**src/atcl_pkg.sv**
```systemverilog
// Shared types and constants for the ANSI text console layout block.
package atcl_pkg;

    localparam int unsigned COL_W  = 7;
    localparam int unsigned LINE_W = 10;
    localparam int unsigned IDX_W  = 9;
    localparam int unsigned CHAR_W = 8;
    localparam int unsigned FG_W   = 5;
    localparam int unsigned ACC_W  = 8;

    localparam logic [COL_W-1:0] COLUMNS_RESET = 7'd102;
    localparam logic [FG_W-1:0]  FG_DEFAULT    = 5'd16;

    // Console byte codes with a meaning of their own.
    localparam logic [CHAR_W-1:0] CH_BS    = 8'h08;
    localparam logic [CHAR_W-1:0] CH_TAB   = 8'h09;
    localparam logic [CHAR_W-1:0] CH_LF    = 8'h0A;
    localparam logic [CHAR_W-1:0] CH_CR    = 8'h0D;
    localparam logic [CHAR_W-1:0] CH_ESC   = 8'h1B;
    localparam logic [CHAR_W-1:0] CH_ZERO  = 8'h30;
    localparam logic [CHAR_W-1:0] CH_NINE  = 8'h39;
    localparam logic [CHAR_W-1:0] CH_SEMI  = 8'h3B;
    localparam logic [CHAR_W-1:0] CH_LBRK  = 8'h5B;
    localparam logic [CHAR_W-1:0] CH_SGR_M = 8'h6D;

    // Color selection codes inside an escape sequence.
    localparam logic [ACC_W-1:0] SGR_DEFAULT      = 8'd0;
    localparam logic [ACC_W-1:0] SGR_DARK_FIRST   = 8'd30;
    localparam logic [ACC_W-1:0] SGR_DARK_LAST    = 8'd37;
    localparam logic [ACC_W-1:0] SGR_BRIGHT_FIRST = 8'd90;
    localparam logic [ACC_W-1:0] SGR_BRIGHT_LAST  = 8'd97;
    localparam logic [ACC_W-1:0] FG_BRIGHT_BASE   = 8'd8;

    // Input action codes.
    localparam logic ACT_BYTE    = 1'b0;
    localparam logic ACT_RESTART = 1'b1;

    // Result kind codes.
    localparam logic KIND_CLEAR = 1'b0;
    localparam logic KIND_DRAW  = 1'b1;

    typedef struct packed {
        logic              kind;
        logic [IDX_W-1:0]  line_index;
        logic [COL_W-1:0]  column_index;
        logic [CHAR_W-1:0] char_code;
        logic [FG_W-1:0]   fg_color;
        logic              last;
    } result_t;

    // Results produced by one processed item, handed to the output queue.
    typedef struct packed {
        logic [1:0] count;
        result_t    first;
        result_t    second;
    } push_t;

endpackage

```
**src/ansi_text_console_layout.sv**
```systemverilog
// An accepted item is held in the input register and is processed by the engine once the
// queue has room for a pair of results; its first result is then written to the queue and offered.
// Throughput: one item per cycle while each item yields at most one result and the output is
// not stalled; an item that draws the last column and opens a new line yields two, and the
// single-result output port then sets the pace. rst_n clears the cursor, color, escape state
// and queue at once; the column register resets to 102.
module ansi_text_console_layout
    import atcl_pkg::*;
#(
    parameter int MAX_LINES = 512,
    parameter int TAB_STOP  = 8
) (
    input  logic              clk,
    input  logic              rst_n,
    // Console item channel.
    input  logic              in_valid,
    output logic              in_stall,
    input  logic              action,
    input  logic [CHAR_W-1:0] char_in,
    // Result item channel.
    output logic              out_valid,
    input  logic              out_stall,
    output logic              kind,
    output logic [IDX_W-1:0]  line_index,
    output logic [COL_W-1:0]  column_index,
    output logic [CHAR_W-1:0] char_code,
    output logic [FG_W-1:0]   fg_color,
    output logic              last,
    // Column register write channel.
    input  logic              cfg_valid,
    output logic              cfg_ready,
    input  logic [COL_W-1:0]  cfg_data
);

    logic              in_full_reg, in_full_next;
    logic              action_reg;
    logic [CHAR_W-1:0] char_reg;
    logic [COL_W-1:0]  columns_reg;
    logic              accept;
    logic              go;
    logic              room;
    push_t             push;
    result_t           head;

    // Always writable; the user must change the column register only while idle; not enforced.
    assign cfg_ready = 1'b1;

    // The input register drains into the engine whenever the queue can take a pair of
    // results, so the stall never depends on the output side in the same cycle.
    assign go       = in_full_reg && room;
    assign in_stall = in_full_reg && !room;
    assign accept   = in_valid && !in_stall;

    always_comb
    begin
        if (accept)
        begin
            in_full_next = 1'b1;
        end
        else if (go)
        begin
            in_full_next = 1'b0;
        end
        else
        begin
            in_full_next = in_full_reg;
        end
    end

    always_ff @(posedge clk or negedge rst_n)
    begin
        if (!rst_n)
        begin
            in_full_reg <= 1'b0;
            columns_reg <= COLUMNS_RESET;
        end
        else
        begin
            in_full_reg <= in_full_next;
            if (cfg_valid && cfg_ready)
            begin
                columns_reg <= cfg_data;
            end
        end
    end

    always_ff @(posedge clk)
    begin
        if (accept)
        begin
            action_reg <= action;
            char_reg   <= char_in;
        end
    end

    atcl_engine #(
        .MAX_LINES (MAX_LINES),
        .TAB_STOP  (TAB_STOP)
    ) u_engine (
        .clk     (clk),
        .rst_n   (rst_n),
        .go      (go),
        .action  (action_reg),
        .char_in (char_reg),
        .columns (columns_reg),
        .push    (push)
    );

    atcl_out_fifo u_out_fifo (
        .clk       (clk),
        .rst_n     (rst_n),
        .push      (push),
        .room      (room),
        .out_valid (out_valid),
        .out_stall (out_stall),
        .head      (head)
    );

    assign kind         = head.kind;
    assign line_index   = head.line_index;
    assign column_index = head.column_index;
    assign char_code    = head.char_code;
    assign fg_color     = head.fg_color;
    assign last         = head.last;

endmodule

```
**src/atcl_engine.sv**
```systemverilog
// Cursor, color and escape state with the per-item layout logic.
module atcl_engine
    import atcl_pkg::*;
#(
    parameter int MAX_LINES = 512,
    parameter int TAB_STOP  = 8
) (
    input  logic              clk,
    input  logic              rst_n,
    input  logic              go,
    input  logic              action,
    input  logic [CHAR_W-1:0] char_in,
    input  logic [COL_W-1:0]  columns,
    output push_t             push
);

    // The column is divided by the tab width through a reciprocal multiply,
    // which is exact for 7-bit columns and tab widths up to 32.
    localparam int TAB_SHIFT = 12;
    localparam int TAB_RECIP = ((1 << TAB_SHIFT) + TAB_STOP - 1) / TAB_STOP;
    localparam int PROD_W    = COL_W + TAB_SHIFT + 1;

    logic [COL_W-1:0]  cur_column_reg, cur_column_next;
    logic [LINE_W-1:0] cur_line_reg, cur_line_next;
    logic [FG_W-1:0]   cur_fg_reg, cur_fg_next;
    logic              in_escape_reg, in_escape_next;
    logic              in_csi_reg, in_csi_next;
    logic [ACC_W-1:0]  code_accum_reg, code_accum_next;
    logic              code_present_reg, code_present_next;
    logic              frame_done_reg, frame_done_next;

    logic [COL_W-1:0]  limit;
    logic [LINE_W:0]   nxt_line;
    logic              line_ok;
    logic [PROD_W-1:0] tab_prod;
    logic [COL_W-1:0]  tab_quot;
    logic [COL_W:0]    tab_col;
    logic [COL_W:0]    step_col;
    logic [11:0]       accum_x10;
    logic [3:0]        digit;
    logic              newline;
    logic              draw;
    result_t           res0;
    result_t           res1;
    logic [1:0]        n;

    always_comb
    begin
        cur_column_next   = cur_column_reg;
        cur_line_next     = cur_line_reg;
        cur_fg_next       = cur_fg_reg;
        in_escape_next    = in_escape_reg;
        in_csi_next       = in_csi_reg;
        code_accum_next   = code_accum_reg;
        code_present_next = code_present_reg;
        frame_done_next   = frame_done_reg;
        res0              = '0;
        res1              = '0;
        n                 = 2'd0;
        newline           = 1'b0;
        draw              = 1'b0;

        // A zero register acts as one column.
        limit     = (columns == '0) ? COL_W'(1) : columns;
        nxt_line  = {1'b0, cur_line_reg} + (LINE_W+1)'(1);
        line_ok   = nxt_line < (LINE_W+1)'(MAX_LINES);
        tab_prod  = PROD_W'(cur_column_reg) * PROD_W'(TAB_RECIP);
        tab_quot  = tab_prod[COL_W+TAB_SHIFT-1:TAB_SHIFT];
        tab_col   = (COL_W+1)'((32'(tab_quot) + 1) * TAB_STOP);
        step_col  = {1'b0, cur_column_reg} + (COL_W+1)'(1);
        digit     = 4'(char_in - CH_ZERO);
        accum_x10 = {1'b0, code_accum_reg, 3'b000} + {3'b000, code_accum_reg, 1'b0}
                    + 12'(digit);

        if (action == ACT_RESTART)
        begin
            cur_column_next   = '0;
            cur_line_next     = '0;
            cur_fg_next       = FG_DEFAULT;
            in_escape_next    = 1'b0;
            in_csi_next       = 1'b0;
            code_accum_next   = '0;
            code_present_next = 1'b0;
            frame_done_next   = 1'b0;
            res0.kind         = KIND_CLEAR;
            res0.fg_color     = FG_DEFAULT;
            n                 = 2'd1;
        end
        else if (!frame_done_reg)
        begin
            case (char_in)
                CH_CR:  cur_column_next = '0;
                CH_LF:  newline = 1'b1;
                CH_BS:
                begin
                    if (cur_column_reg != '0)
                    begin
                        cur_column_next = cur_column_reg - COL_W'(1);
                    end
                end
                CH_TAB:
                begin
                    if (tab_col >= {1'b0, limit})
                    begin
                        newline = 1'b1;
                    end
                    else
                    begin
                        cur_column_next = tab_col[COL_W-1:0];
                    end
                end
                CH_ESC: in_escape_next = 1'b1;
                default:
                begin
                    if (in_escape_reg)
                    begin
                        if (in_csi_reg)
                        begin
                            if (char_in inside {[CH_ZERO:CH_NINE]})
                            begin
                                code_present_next = 1'b1;
                                if (!code_present_reg)
                                begin
                                    code_accum_next = ACC_W'(digit);
                                end
                                else if (accum_x10 > 12'd255)
                                begin
                                    code_accum_next = 8'd255;
                                end
                                else
                                begin
                                    code_accum_next = accum_x10[ACC_W-1:0];
                                end
                            end
                            if (char_in == CH_SEMI || char_in == CH_SGR_M)
                            begin
                                if (code_present_reg)
                                begin
                                    if (code_accum_reg == SGR_DEFAULT)
                                    begin
                                        cur_fg_next = FG_DEFAULT;
                                    end
                                    else if (code_accum_reg inside
                                             {[SGR_DARK_FIRST:SGR_DARK_LAST]})
                                    begin
                                        cur_fg_next = FG_W'(code_accum_reg - SGR_DARK_FIRST);
                                    end
                                    else if (code_accum_reg inside
                                             {[SGR_BRIGHT_FIRST:SGR_BRIGHT_LAST]})
                                    begin
                                        cur_fg_next = FG_W'(code_accum_reg - SGR_BRIGHT_FIRST
                                                            + FG_BRIGHT_BASE);
                                    end
                                end
                                code_accum_next   = '0;
                                code_present_next = 1'b0;
                            end
                            if (char_in == CH_SGR_M)
                            begin
                                in_csi_next    = 1'b0;
                                in_escape_next = 1'b0;
                            end
                        end
                        if (char_in == CH_LBRK)
                        begin
                            in_csi_next       = 1'b1;
                            code_accum_next   = '0;
                            code_present_next = 1'b0;
                        end
                    end
                    else if (char_in inside {[8'h20:8'h7F], [8'hA0:8'hFF]})
                    begin
                        draw = 1'b1;
                        if (step_col >= {1'b0, limit})
                        begin
                            newline = 1'b1;
                        end
                        else
                        begin
                            cur_column_next = step_col[COL_W-1:0];
                        end
                    end
                end
            endcase

            if (draw)
            begin
                res0.kind         = KIND_DRAW;
                res0.line_index   = cur_line_reg[IDX_W-1:0];
                res0.column_index = cur_column_reg;
                res0.char_code    = char_in;
                res0.fg_color     = cur_fg_reg;
                n                 = 2'd1;
            end

            if (newline)
            begin
                cur_column_next = '0;
                cur_line_next   = nxt_line[LINE_W-1:0];
                if (line_ok)
                begin
                    if (draw)
                    begin
                        res1.kind       = KIND_CLEAR;
                        res1.line_index = nxt_line[IDX_W-1:0];
                        res1.fg_color   = FG_DEFAULT;
                        n               = 2'd2;
                    end
                    else
                    begin
                        res0.kind       = KIND_CLEAR;
                        res0.line_index = nxt_line[IDX_W-1:0];
                        res0.fg_color   = FG_DEFAULT;
                        n               = 2'd1;
                    end
                end
                else
                begin
                    frame_done_next = 1'b1;
                end
            end
        end

        // The final result of the item carries the last flag.
        if (n == 2'd2)
        begin
            res1.last = 1'b1;
        end
        else
        begin
            res0.last = 1'b1;
        end
    end

    assign push.count  = go ? n : 2'd0;
    assign push.first  = res0;
    assign push.second = res1;

    always_ff @(posedge clk or negedge rst_n)
    begin
        if (!rst_n)
        begin
            cur_column_reg   <= '0;
            cur_line_reg     <= '0;
            cur_fg_reg       <= FG_DEFAULT;
            in_escape_reg    <= 1'b0;
            in_csi_reg       <= 1'b0;
            code_accum_reg   <= '0;
            code_present_reg <= 1'b0;
            frame_done_reg   <= 1'b0;
        end
        else if (go)
        begin
            cur_column_reg   <= cur_column_next;
            cur_line_reg     <= cur_line_next;
            cur_fg_reg       <= cur_fg_next;
            in_escape_reg    <= in_escape_next;
            in_csi_reg       <= in_csi_next;
            code_accum_reg   <= code_accum_next;
            code_present_reg <= code_present_next;
            frame_done_reg   <= frame_done_next;
        end
    end

endmodule

```
**src/atcl_out_fifo.sv**
```systemverilog
// Four-entry result queue that takes up to two results per cycle.
module atcl_out_fifo
    import atcl_pkg::*;
(
    input  logic    clk,
    input  logic    rst_n,
    input  push_t   push,
    output logic    room,
    output logic    out_valid,
    input  logic    out_stall,
    output result_t head
);

    localparam int DEPTH = 4;
    localparam int PTR_W = $clog2(DEPTH);

    result_t            mem_reg [DEPTH];
    logic [PTR_W-1:0]   wr_ptr_reg, wr_ptr_next;
    logic [PTR_W-1:0]   rd_ptr_reg, rd_ptr_next;
    logic [PTR_W:0]     count_reg, count_next;
    logic               pop;

    assign out_valid = (count_reg != '0);
    assign head      = mem_reg[rd_ptr_reg];
    assign pop       = out_valid && !out_stall;
    // Room for a full pair is judged from the registered count alone.
    assign room      = (count_reg <= (PTR_W+1)'(DEPTH - 2));

    always_comb
    begin
        wr_ptr_next = wr_ptr_reg + PTR_W'(push.count);
        rd_ptr_next = pop ? rd_ptr_reg + PTR_W'(1) : rd_ptr_reg;
        count_next  = count_reg + (PTR_W+1)'(push.count) - (PTR_W+1)'(pop);
    end

    always_ff @(posedge clk)
    begin
        if (push.count != 2'd0)
        begin
            mem_reg[wr_ptr_reg] <= push.first;
        end
        if (push.count == 2'd2)
        begin
            mem_reg[wr_ptr_reg + PTR_W'(1)] <= push.second;
        end
    end

    always_ff @(posedge clk or negedge rst_n)
    begin
        if (!rst_n)
        begin
            wr_ptr_reg <= '0;
            rd_ptr_reg <= '0;
            count_reg  <= '0;
        end
        else
        begin
            wr_ptr_reg <= wr_ptr_next;
            rd_ptr_reg <= rd_ptr_next;
            count_reg  <= count_next;
        end
    end

endmodule

```
**config.mk**
```make
export PLATFORM = sky130hd
export DESIGN_NAME = ansi_text_console_layout
export DESIGN_NICKNAME = d
export VERILOG_FILES = /design/src/atcl_pkg.sv /design/src/ansi_text_console_layout.sv /design/src/atcl_engine.sv /design/src/atcl_out_fifo.sv
export SDC_FILE = /design/constraint.sdc
export NUM_CORES = 1
export LEC_CHECK = 0
export BUFFER_PORTS_ARGS = -buffer_cell sky130_fd_sc_hd__buf_4
export CAP_MARGIN = 20
export CORE_MARGIN = 4
export CORE_UTILIZATION = 35
export DETAILED_ROUTE_END_ITERATION = 6
export HOLD_SLACK_MARGIN = 0.15
export PLACE_DENSITY_LB_ADDON = 0.05
export RECOVER_POWER = 50
export SLEW_MARGIN = 10
export SYNTH_ARGS = -nofsm -noshare
export SYNTH_HDL_FRONTEND = slang
export SYNTH_SLANG_ARGS = --single-unit
```
**constraint.sdc**
```tcl
create_clock -name clk -period 4.7 [get_ports clk]
set_clock_uncertainty 0.05 [all_clocks]
set_input_delay 0.94 -clock clk [delete_from_list [all_inputs] [get_ports clk]]
set_output_delay 0.94 -clock clk [all_outputs]
set_load 0.005 [all_outputs]
```
==> results.txt, run 1 <==
status - finished, violations left
failing checks - max-capacitance violations, max-slew violations
initial antenna violation count - 0
logic depth of the worst path, buffers included - 13
Finished Layout Cells - 1393
Simple-Gate Fraction of Synth Area - 13.7%
Hold Vio Cnt, Final - 0
grt ovf - 0
drt wl/cell - 20.7 um
# hold bufs at CTS - 0
root buf cell - clkbuf_16
Post-Synth XOR/XNOR Area - 1.60%
VDD IR-drop max - 230 uV
CP endpoint kind - flop
reg-to-reg endpoint - u_out_fifo.mem_reg[0][0]
post-synthesis mux area share - 7.72%
core box area - 27800 um2
largest area contributor in the netlist - dfxtp_1
Die Wd - 176 um
first-pass GRT wire length - 46.2 mm
setup_tns - 0 ns
Reg2Reg Depth - 13
Worst-Margin Slew - 3.05 ns
worst min path class - flop to flop
crit path DAT - 4.34 ns
post-DP HPWL - 18.9 mm
filler instances - 2812
Ys Warns - 0
count of cell types in the netlist - 75
f_max - 0.236 GHz
Max clock buf depth - 2
IO Pins - 55
post-layout min period - 4.23 ns
Crit path largest cell delay - 0.63 ns
Final Util - 40.1%
Setup Crit Path Kind - flop to flop
vias in the first global route - 7825
largest net degree at the start of global routing - 50
Worst EP required - 4.81 ns
Max-Cap Viols - 1
TritonCTS Sinks - 182
initial drt markers - 659
Area contributors post-synth - dfxtp_1 16%, edfxtp_1 16%, dfrtp_1 11%
# diodes - 0
Synth Instances - 982
worst setup path end - u_out_fifo.mem_reg[0][0]
number of synthesized flops with an enable pin - 53
FF-to-FF setup slack - 0.47 ns
synthesized area per cell - 10.1 um2
routed wire length - 28.9 mm
DIE AREA - 31000 um2
Leak - 4.26 nW
Nets - 1067
Setup Fix Bufs, Post-CTS - 0
total power - 5.68 mW
I/O Buffers - 53
Synth Cell Area - 9870 um2
CP Max Fanout - 31
max reg flops - 124
CTS tree - built
worst path cell trace - and3_1 -> nand2_1 -> xnor2_1 -> ha_1 -> a21oi_1 -> nand2_1 -> a221o_1 -> o21a_1 -> or2_0 -> a221oi_2 -> or2_2 -> buf_4 -> o21ai_0
Slew headroom - -103%
main combinational cell family by area after synthesis - compound AO/OA/AOI/OAI gates
post-cts resize count - 0
RSZ-0062 raised after global routing - false
Max Transition Viols Final - 50
Syn Nets - 1047
async set-reset flop share out of synthesis - 26.9%
register area share after synthesis - 44.8%
GRT Total Usage - 19.0%
Die H - 176 um
vias per cell - 5.65
Worst Path Buf+Inv - 1
critical path launch point type - flop
row count - 61
share of the synthesized area in the top cell type - 16.2%
Crit path max-delay family - compound AO/OA/AOI/OAI gates
drt drc - 0
ANT nets after route - 0
number of CTS-inserted buffers - 17
Final setup viols - 0
CTS H-Tree Depth - 4
share of cells above drive strength 1 - 18.6%
Placed Instances - 1361
CTS clock-pin slew for the worst setup and hold paths - 0.08 ns
top_reg_cell synth - dfxtp_1
fin crit share - 90.1%
first-pass iteration count of the detailed router - 5
post-synthesis register bit count - 182
via count - 7875
Adder-Cell Fraction of Synth Area - 5.80%
Critical-path top delay cell - a221oi_2
later-pin clock latency in the skew report - 0.43 ns
Starting Density - 35.5%
Placer Congestion - 0.806
reg2reg start - u_engine.cur_column_reg[1]
most used cell, CP - nand2_1
P per Cell Area - 510 nW/um2
Area Overhead vs Synth - 12.7%
Critical Path Source - u_engine.cur_column_reg[1]
compound-cell area share of the yosys netlist - 21.1%
[cell usage in the layout (no fill, tap or decap), drive strengths merged, types with 8 or more instances in the layout]
master	netlist	final
and2	12	12
dfrtp	44	44
a31o	41	41
o21ai	91	91
edfxtp	53	53
xnor2	10	10
nor2	29	29
o22ai	37	37
a21oi	35	35
xor2	8	8
nor2b	8	8
buf	28	36
nand3	30	30
mux4	31	31
or2	8	8
nor3	55	55
clkbuf	53	63
nand2	87	87
a21o	13	13
ha	41	41
dfxtp	80	80
o211ai	44	44
inv	35	46
[kinds of logic after synthesis]
family / count (synthesis)
AOI/OAI and AO/OA: 311
and+or+nand+nor: 272
DFF: 182
buffers and inverters: 117
adders and majority gates: 44
muxes: 37
xor gates and xnor gates: 18
other: 1
[synth_stat cells, types with 11 or more instances]
cell type and count:
ha_1 41, nor3_1 55, o21ai_0 90, buf_2 14, nor2_1 29, a21oi_1 35, nand2_1 87, dfxtp_1 80
and2_1 11, clkbuf_1 52, mux4_2 31, o22ai_1 37, inv_1 35, dfrtp_1 44, nand3_1 30, edfxtp_1 53
a31o_2 38, a21o_1 13, o211ai_1 44
[layout make-up]
type	count	area [um2]	area share, %
tap	378	473	4.25
inverter	36	135	1.21
clock inverter	15	166	1.50
sequential	182	4430	39.8
timing repair buffer	82	564	5.07
multi-input combinational	683	4940	44.4
clock buffer	17	425	3.82
[layer usage]
layer	vias up	wire length (um)	GRT usage, %	part of all wire [%]
met4	0	238	3.80	0.82
li1	3747	-	-	-
met5	-	0	0	0
met1	3906	14200	28.2	49
met3	18	1210	3.10	4.2
met2	204	13200	29.6	46
[through the flow]
step	hold slack, ns	instance area (um2)	setup WS (ns)
floorplan	0.394	9870	1.01
global placement	0.411	10600	0.608
detailed placement	0.413	10600	0.580
CTS	0.432	11200	0.549
global route	0.450	11100	0.162
finish	0.430	11100	0.466
[power by group]
group	leakage, nW	total [mW]	internal [mW]	switching [mW]
sequential	1.78	2.27	1.98	0.293
combinational	2.19	1.94	0.817	1.12
clock	0.290	1.47	0.724	0.745
total	4.26	5.68	3.52	2.16
[worst min-delay path by stage]
stage               cells past startpoint                startpoint  slack [ns]                        to
floorplan                               1  u_out_fifo.mem_reg[3][8]        0.39  u_out_fifo.mem_reg[3][8]
global placement                        1  u_out_fifo.mem_reg[3][4]        0.41  u_out_fifo.mem_reg[3][4]
detailed placement                      1  u_out_fifo.mem_reg[3][4]        0.41  u_out_fifo.mem_reg[3][4]
CTS                                     1  u_out_fifo.mem_reg[3][4]        0.43  u_out_fifo.mem_reg[3][4]
global route                            1  u_out_fifo.mem_reg[3][4]        0.45  u_out_fifo.mem_reg[3][4]
finish                                  1  u_out_fifo.mem_reg[3][4]        0.43  u_out_fifo.mem_reg[3][4]
Note: power is estimated with default switching activity, not from simulation.
==> run 2, diff against run 1 <==
GPL_TIMING_DRIVEN = 0   (was not set)
MAX_ROUTING_LAYER = met4   (was not set)
==> results.txt, run 2 (synthesized netlist as in run 1, its figures left out) <==
fin crit share - 93.7% (was 90.1%)
final setup margin - 0.298 ns (was 0.466 ns)
number of CTS-inserted buffers - 17 (unchanged)
crit path DAT - 4.45 ns (was 4.34 ns)
VDD IR-drop max - 266 uV (was 230 uV)
CTS H-Tree Depth - 4 (unchanged)
Starting Density - 35.5% (unchanged)
root buf cell - clkbuf_16 (unchanged)
Worst-Margin Slew - 2.98 ns (was 3.05 ns)
via count - 8025 (was 7875)
IO Pins - 55 (unchanged)
core box area - 27800 um2 (unchanged)
Nets - 1118 (was 1067)
Setup Fix Bufs, Post-CTS - 0 (unchanged)
first-pass iteration count of the detailed router - 5 (unchanged)
Leak - 4.36 nW (was 4.26 nW)
post-DP HPWL - 21.0 mm (was 18.9 mm)
DIE AREA - 31000 um2 (unchanged)
vias in the first global route - 8074 (was 7825)
CTS tree - built (unchanged)
Hold Vio Cnt, Final - 0 (unchanged)
drt drc - 0 (unchanged)
Max-Cap Viols - 1 (unchanged)
GRT Total Usage - 20.3% (was 19.0%)
total power - 5.77 mW (was 5.68 mW)
post-layout min period - 4.40 ns (was 4.23 ns)
largest net degree at the start of global routing - 50 (unchanged)
reg2reg start - u_engine.cur_column_reg[3] (was u_engine.cur_column_reg[1])
initial antenna violation count - 0 (unchanged)
Die Wd - 176 um (unchanged)
commonest non-fill, non-tap cell in the layout - o21ai_0 (unchanged)
share of cells above drive strength 1 - 18.8% (was 18.6%)
Worst EP required - 4.75 ns (was 4.81 ns)
initial drt markers - 624 (was 659)
Place WS - -0.153 ns (was 0.580 ns)
worst min path class - flop to flop (unchanged)
Final setup viols - 0 (unchanged)
filler instances - 2810 (was 2812)
CTS clock-pin slew for the worst setup and hold paths - 0.07 ns (was 0.08 ns)
first-pass GRT wire length - 47.8 mm (was 46.2 mm)
RSZ-0062 raised after global routing - false (unchanged)
I/O Buffers - 53 (unchanged)
# diodes - 0 (unchanged)
vias per cell - 5.56 (was 5.65)
Max Transition Viols Final - 50 (unchanged)
Setup Crit Path Kind - flop to flop (unchanged)
later-pin clock latency in the skew report - 0.44 ns (was 0.43 ns)
ANT nets after route - 0 (unchanged)
row count - 61 (unchanged)
drt wl/cell - 20.7 um (about the same)
CP endpoint kind - flop (unchanged)
f_max - 0.227 GHz (was 0.236 GHz)
grt ovf - 0 (unchanged)
max reg flops - 124 (unchanged)
WHS - 0.436 ns (was 0.430 ns)
status - finished, violations left (unchanged)
setup_tns - 0 ns (unchanged)
HP Start - u_out_fifo.mem_reg[2][1] (was u_out_fifo.mem_reg[3][4])
routed wire length - 29.9 mm (was 28.9 mm)
FF-to-FF setup slack - 0.30 ns (was 0.47 ns)
Area Overhead vs Synth - 14.7% (was 12.7%)
Die H - 176 um (unchanged)
TritonCTS Sinks - 182 (unchanged)
CP Max Fanout - 11 (was 31)
Final Util - 40.7% (was 40.1%)
# hold bufs at CTS - 0 (unchanged)
Placer Congestion - 0.812 (was 0.806)
Critical Path Source - u_engine.cur_column_reg[3] (was u_engine.cur_column_reg[1])
most frequent cells in the layout - 91 x o21ai_0, 83 x nand2_1, 80 x dfxtp_1 (was 90 x o21ai_0, 87 x nand2_1, 80 x dfxtp_1)
Max clock buf depth - 2 (unchanged)
P per Cell Area - 509 nW/um2 (was 510 nW/um2)
failing checks - max-capacitance violations, max-slew violations (unchanged)
critical path launch point type - flop (unchanged)
Slew headroom - -98.8% (was -103%)
[run 2: cell count changes in the layout (fill, tap and decap cells not counted), sizes merged]
cell    previous run  this run
clkbuf            63        96
buf               36        55
inv               46        44
clkinv             5         6
[run 2: critical path, stage by stage (launching register included)]
cell and delay [ns]:
dfrtp_1 0.56, inv_1 0.16, ha_1 0.35, ha_1 0.29, nand3_1 0.07, o21a_1 0.21, a2111oi_0 0.60, buf_2 0.33
o211a_1 0.28, nand4_1 0.39, clkbuf_1 0.40, nand2_2 0.37
[run 2: path summary, 6_finish.rpt]
| check | end | cells after the start |
|---|---|---|
| max | u_out_fifo.mem_reg[0][29] | 11 |
| min | u_out_fifo.mem_reg[2][1] | 1 |
| max reg2reg | u_out_fifo.mem_reg[0][29] | 11 |
| min reg2reg | u_out_fifo.mem_reg[2][1] | 1 |
| max in group asynchronous | u_engine.cur_line_reg[6] | 1 |
| min in group asynchronous | u_engine.cur_fg_reg[2] | 1 |
[run 2: final cells by class]
type	instances	area, um2	share of cell area [%]
inverter	36	135	1.19
multi-input combinational	683	4940	43.6
tap	378	473	4.18
timing repair buffer	53	387	3.42
clock buffer	18	429	3.79
sequential	182	4430	39.1
clock inverter	14	153	1.35
buffer	80	378	3.34
[run 2: stage by stage]
step | instances | instance area (um2)
3_3_place_gp | 1413 | 10700
4_1_cts | 1445 | 11300
5_1_grt | 1444 | 11300
6_report | 1444 | 11300
3_5_place_dp | 1413 | 10700
2_1_floorplan | 982 | 9870
[run 2: what timing repair did]
action / in CTS / in global routing
gates cloned: 0 / 0
setup endpoints to repair: 22 / 52
gates resized for setup: 2 / 11
[run 2: report_power, final]
part / leakage, nW / total, mW / internal (mW) / switching [mW]
sequential: 1.78 / 2.18 / 1.98 / 0.203
clock: 0.285 / 1.45 / 0.715 / 0.731
combinational: 2.29 / 2.14 / 0.879 / 1.26
total: 4.36 / 5.77 / 3.57 / 2.19
[run 2: routing by layer]
metal,part of all wire (%),vias up,global-route usage [%]
li1,-,3852,-
met1,49,3966,28.8
met2,46,182,31.2
met3,4.1,25,3.28
met4,1.1,0,3.74
met5,0,-,-
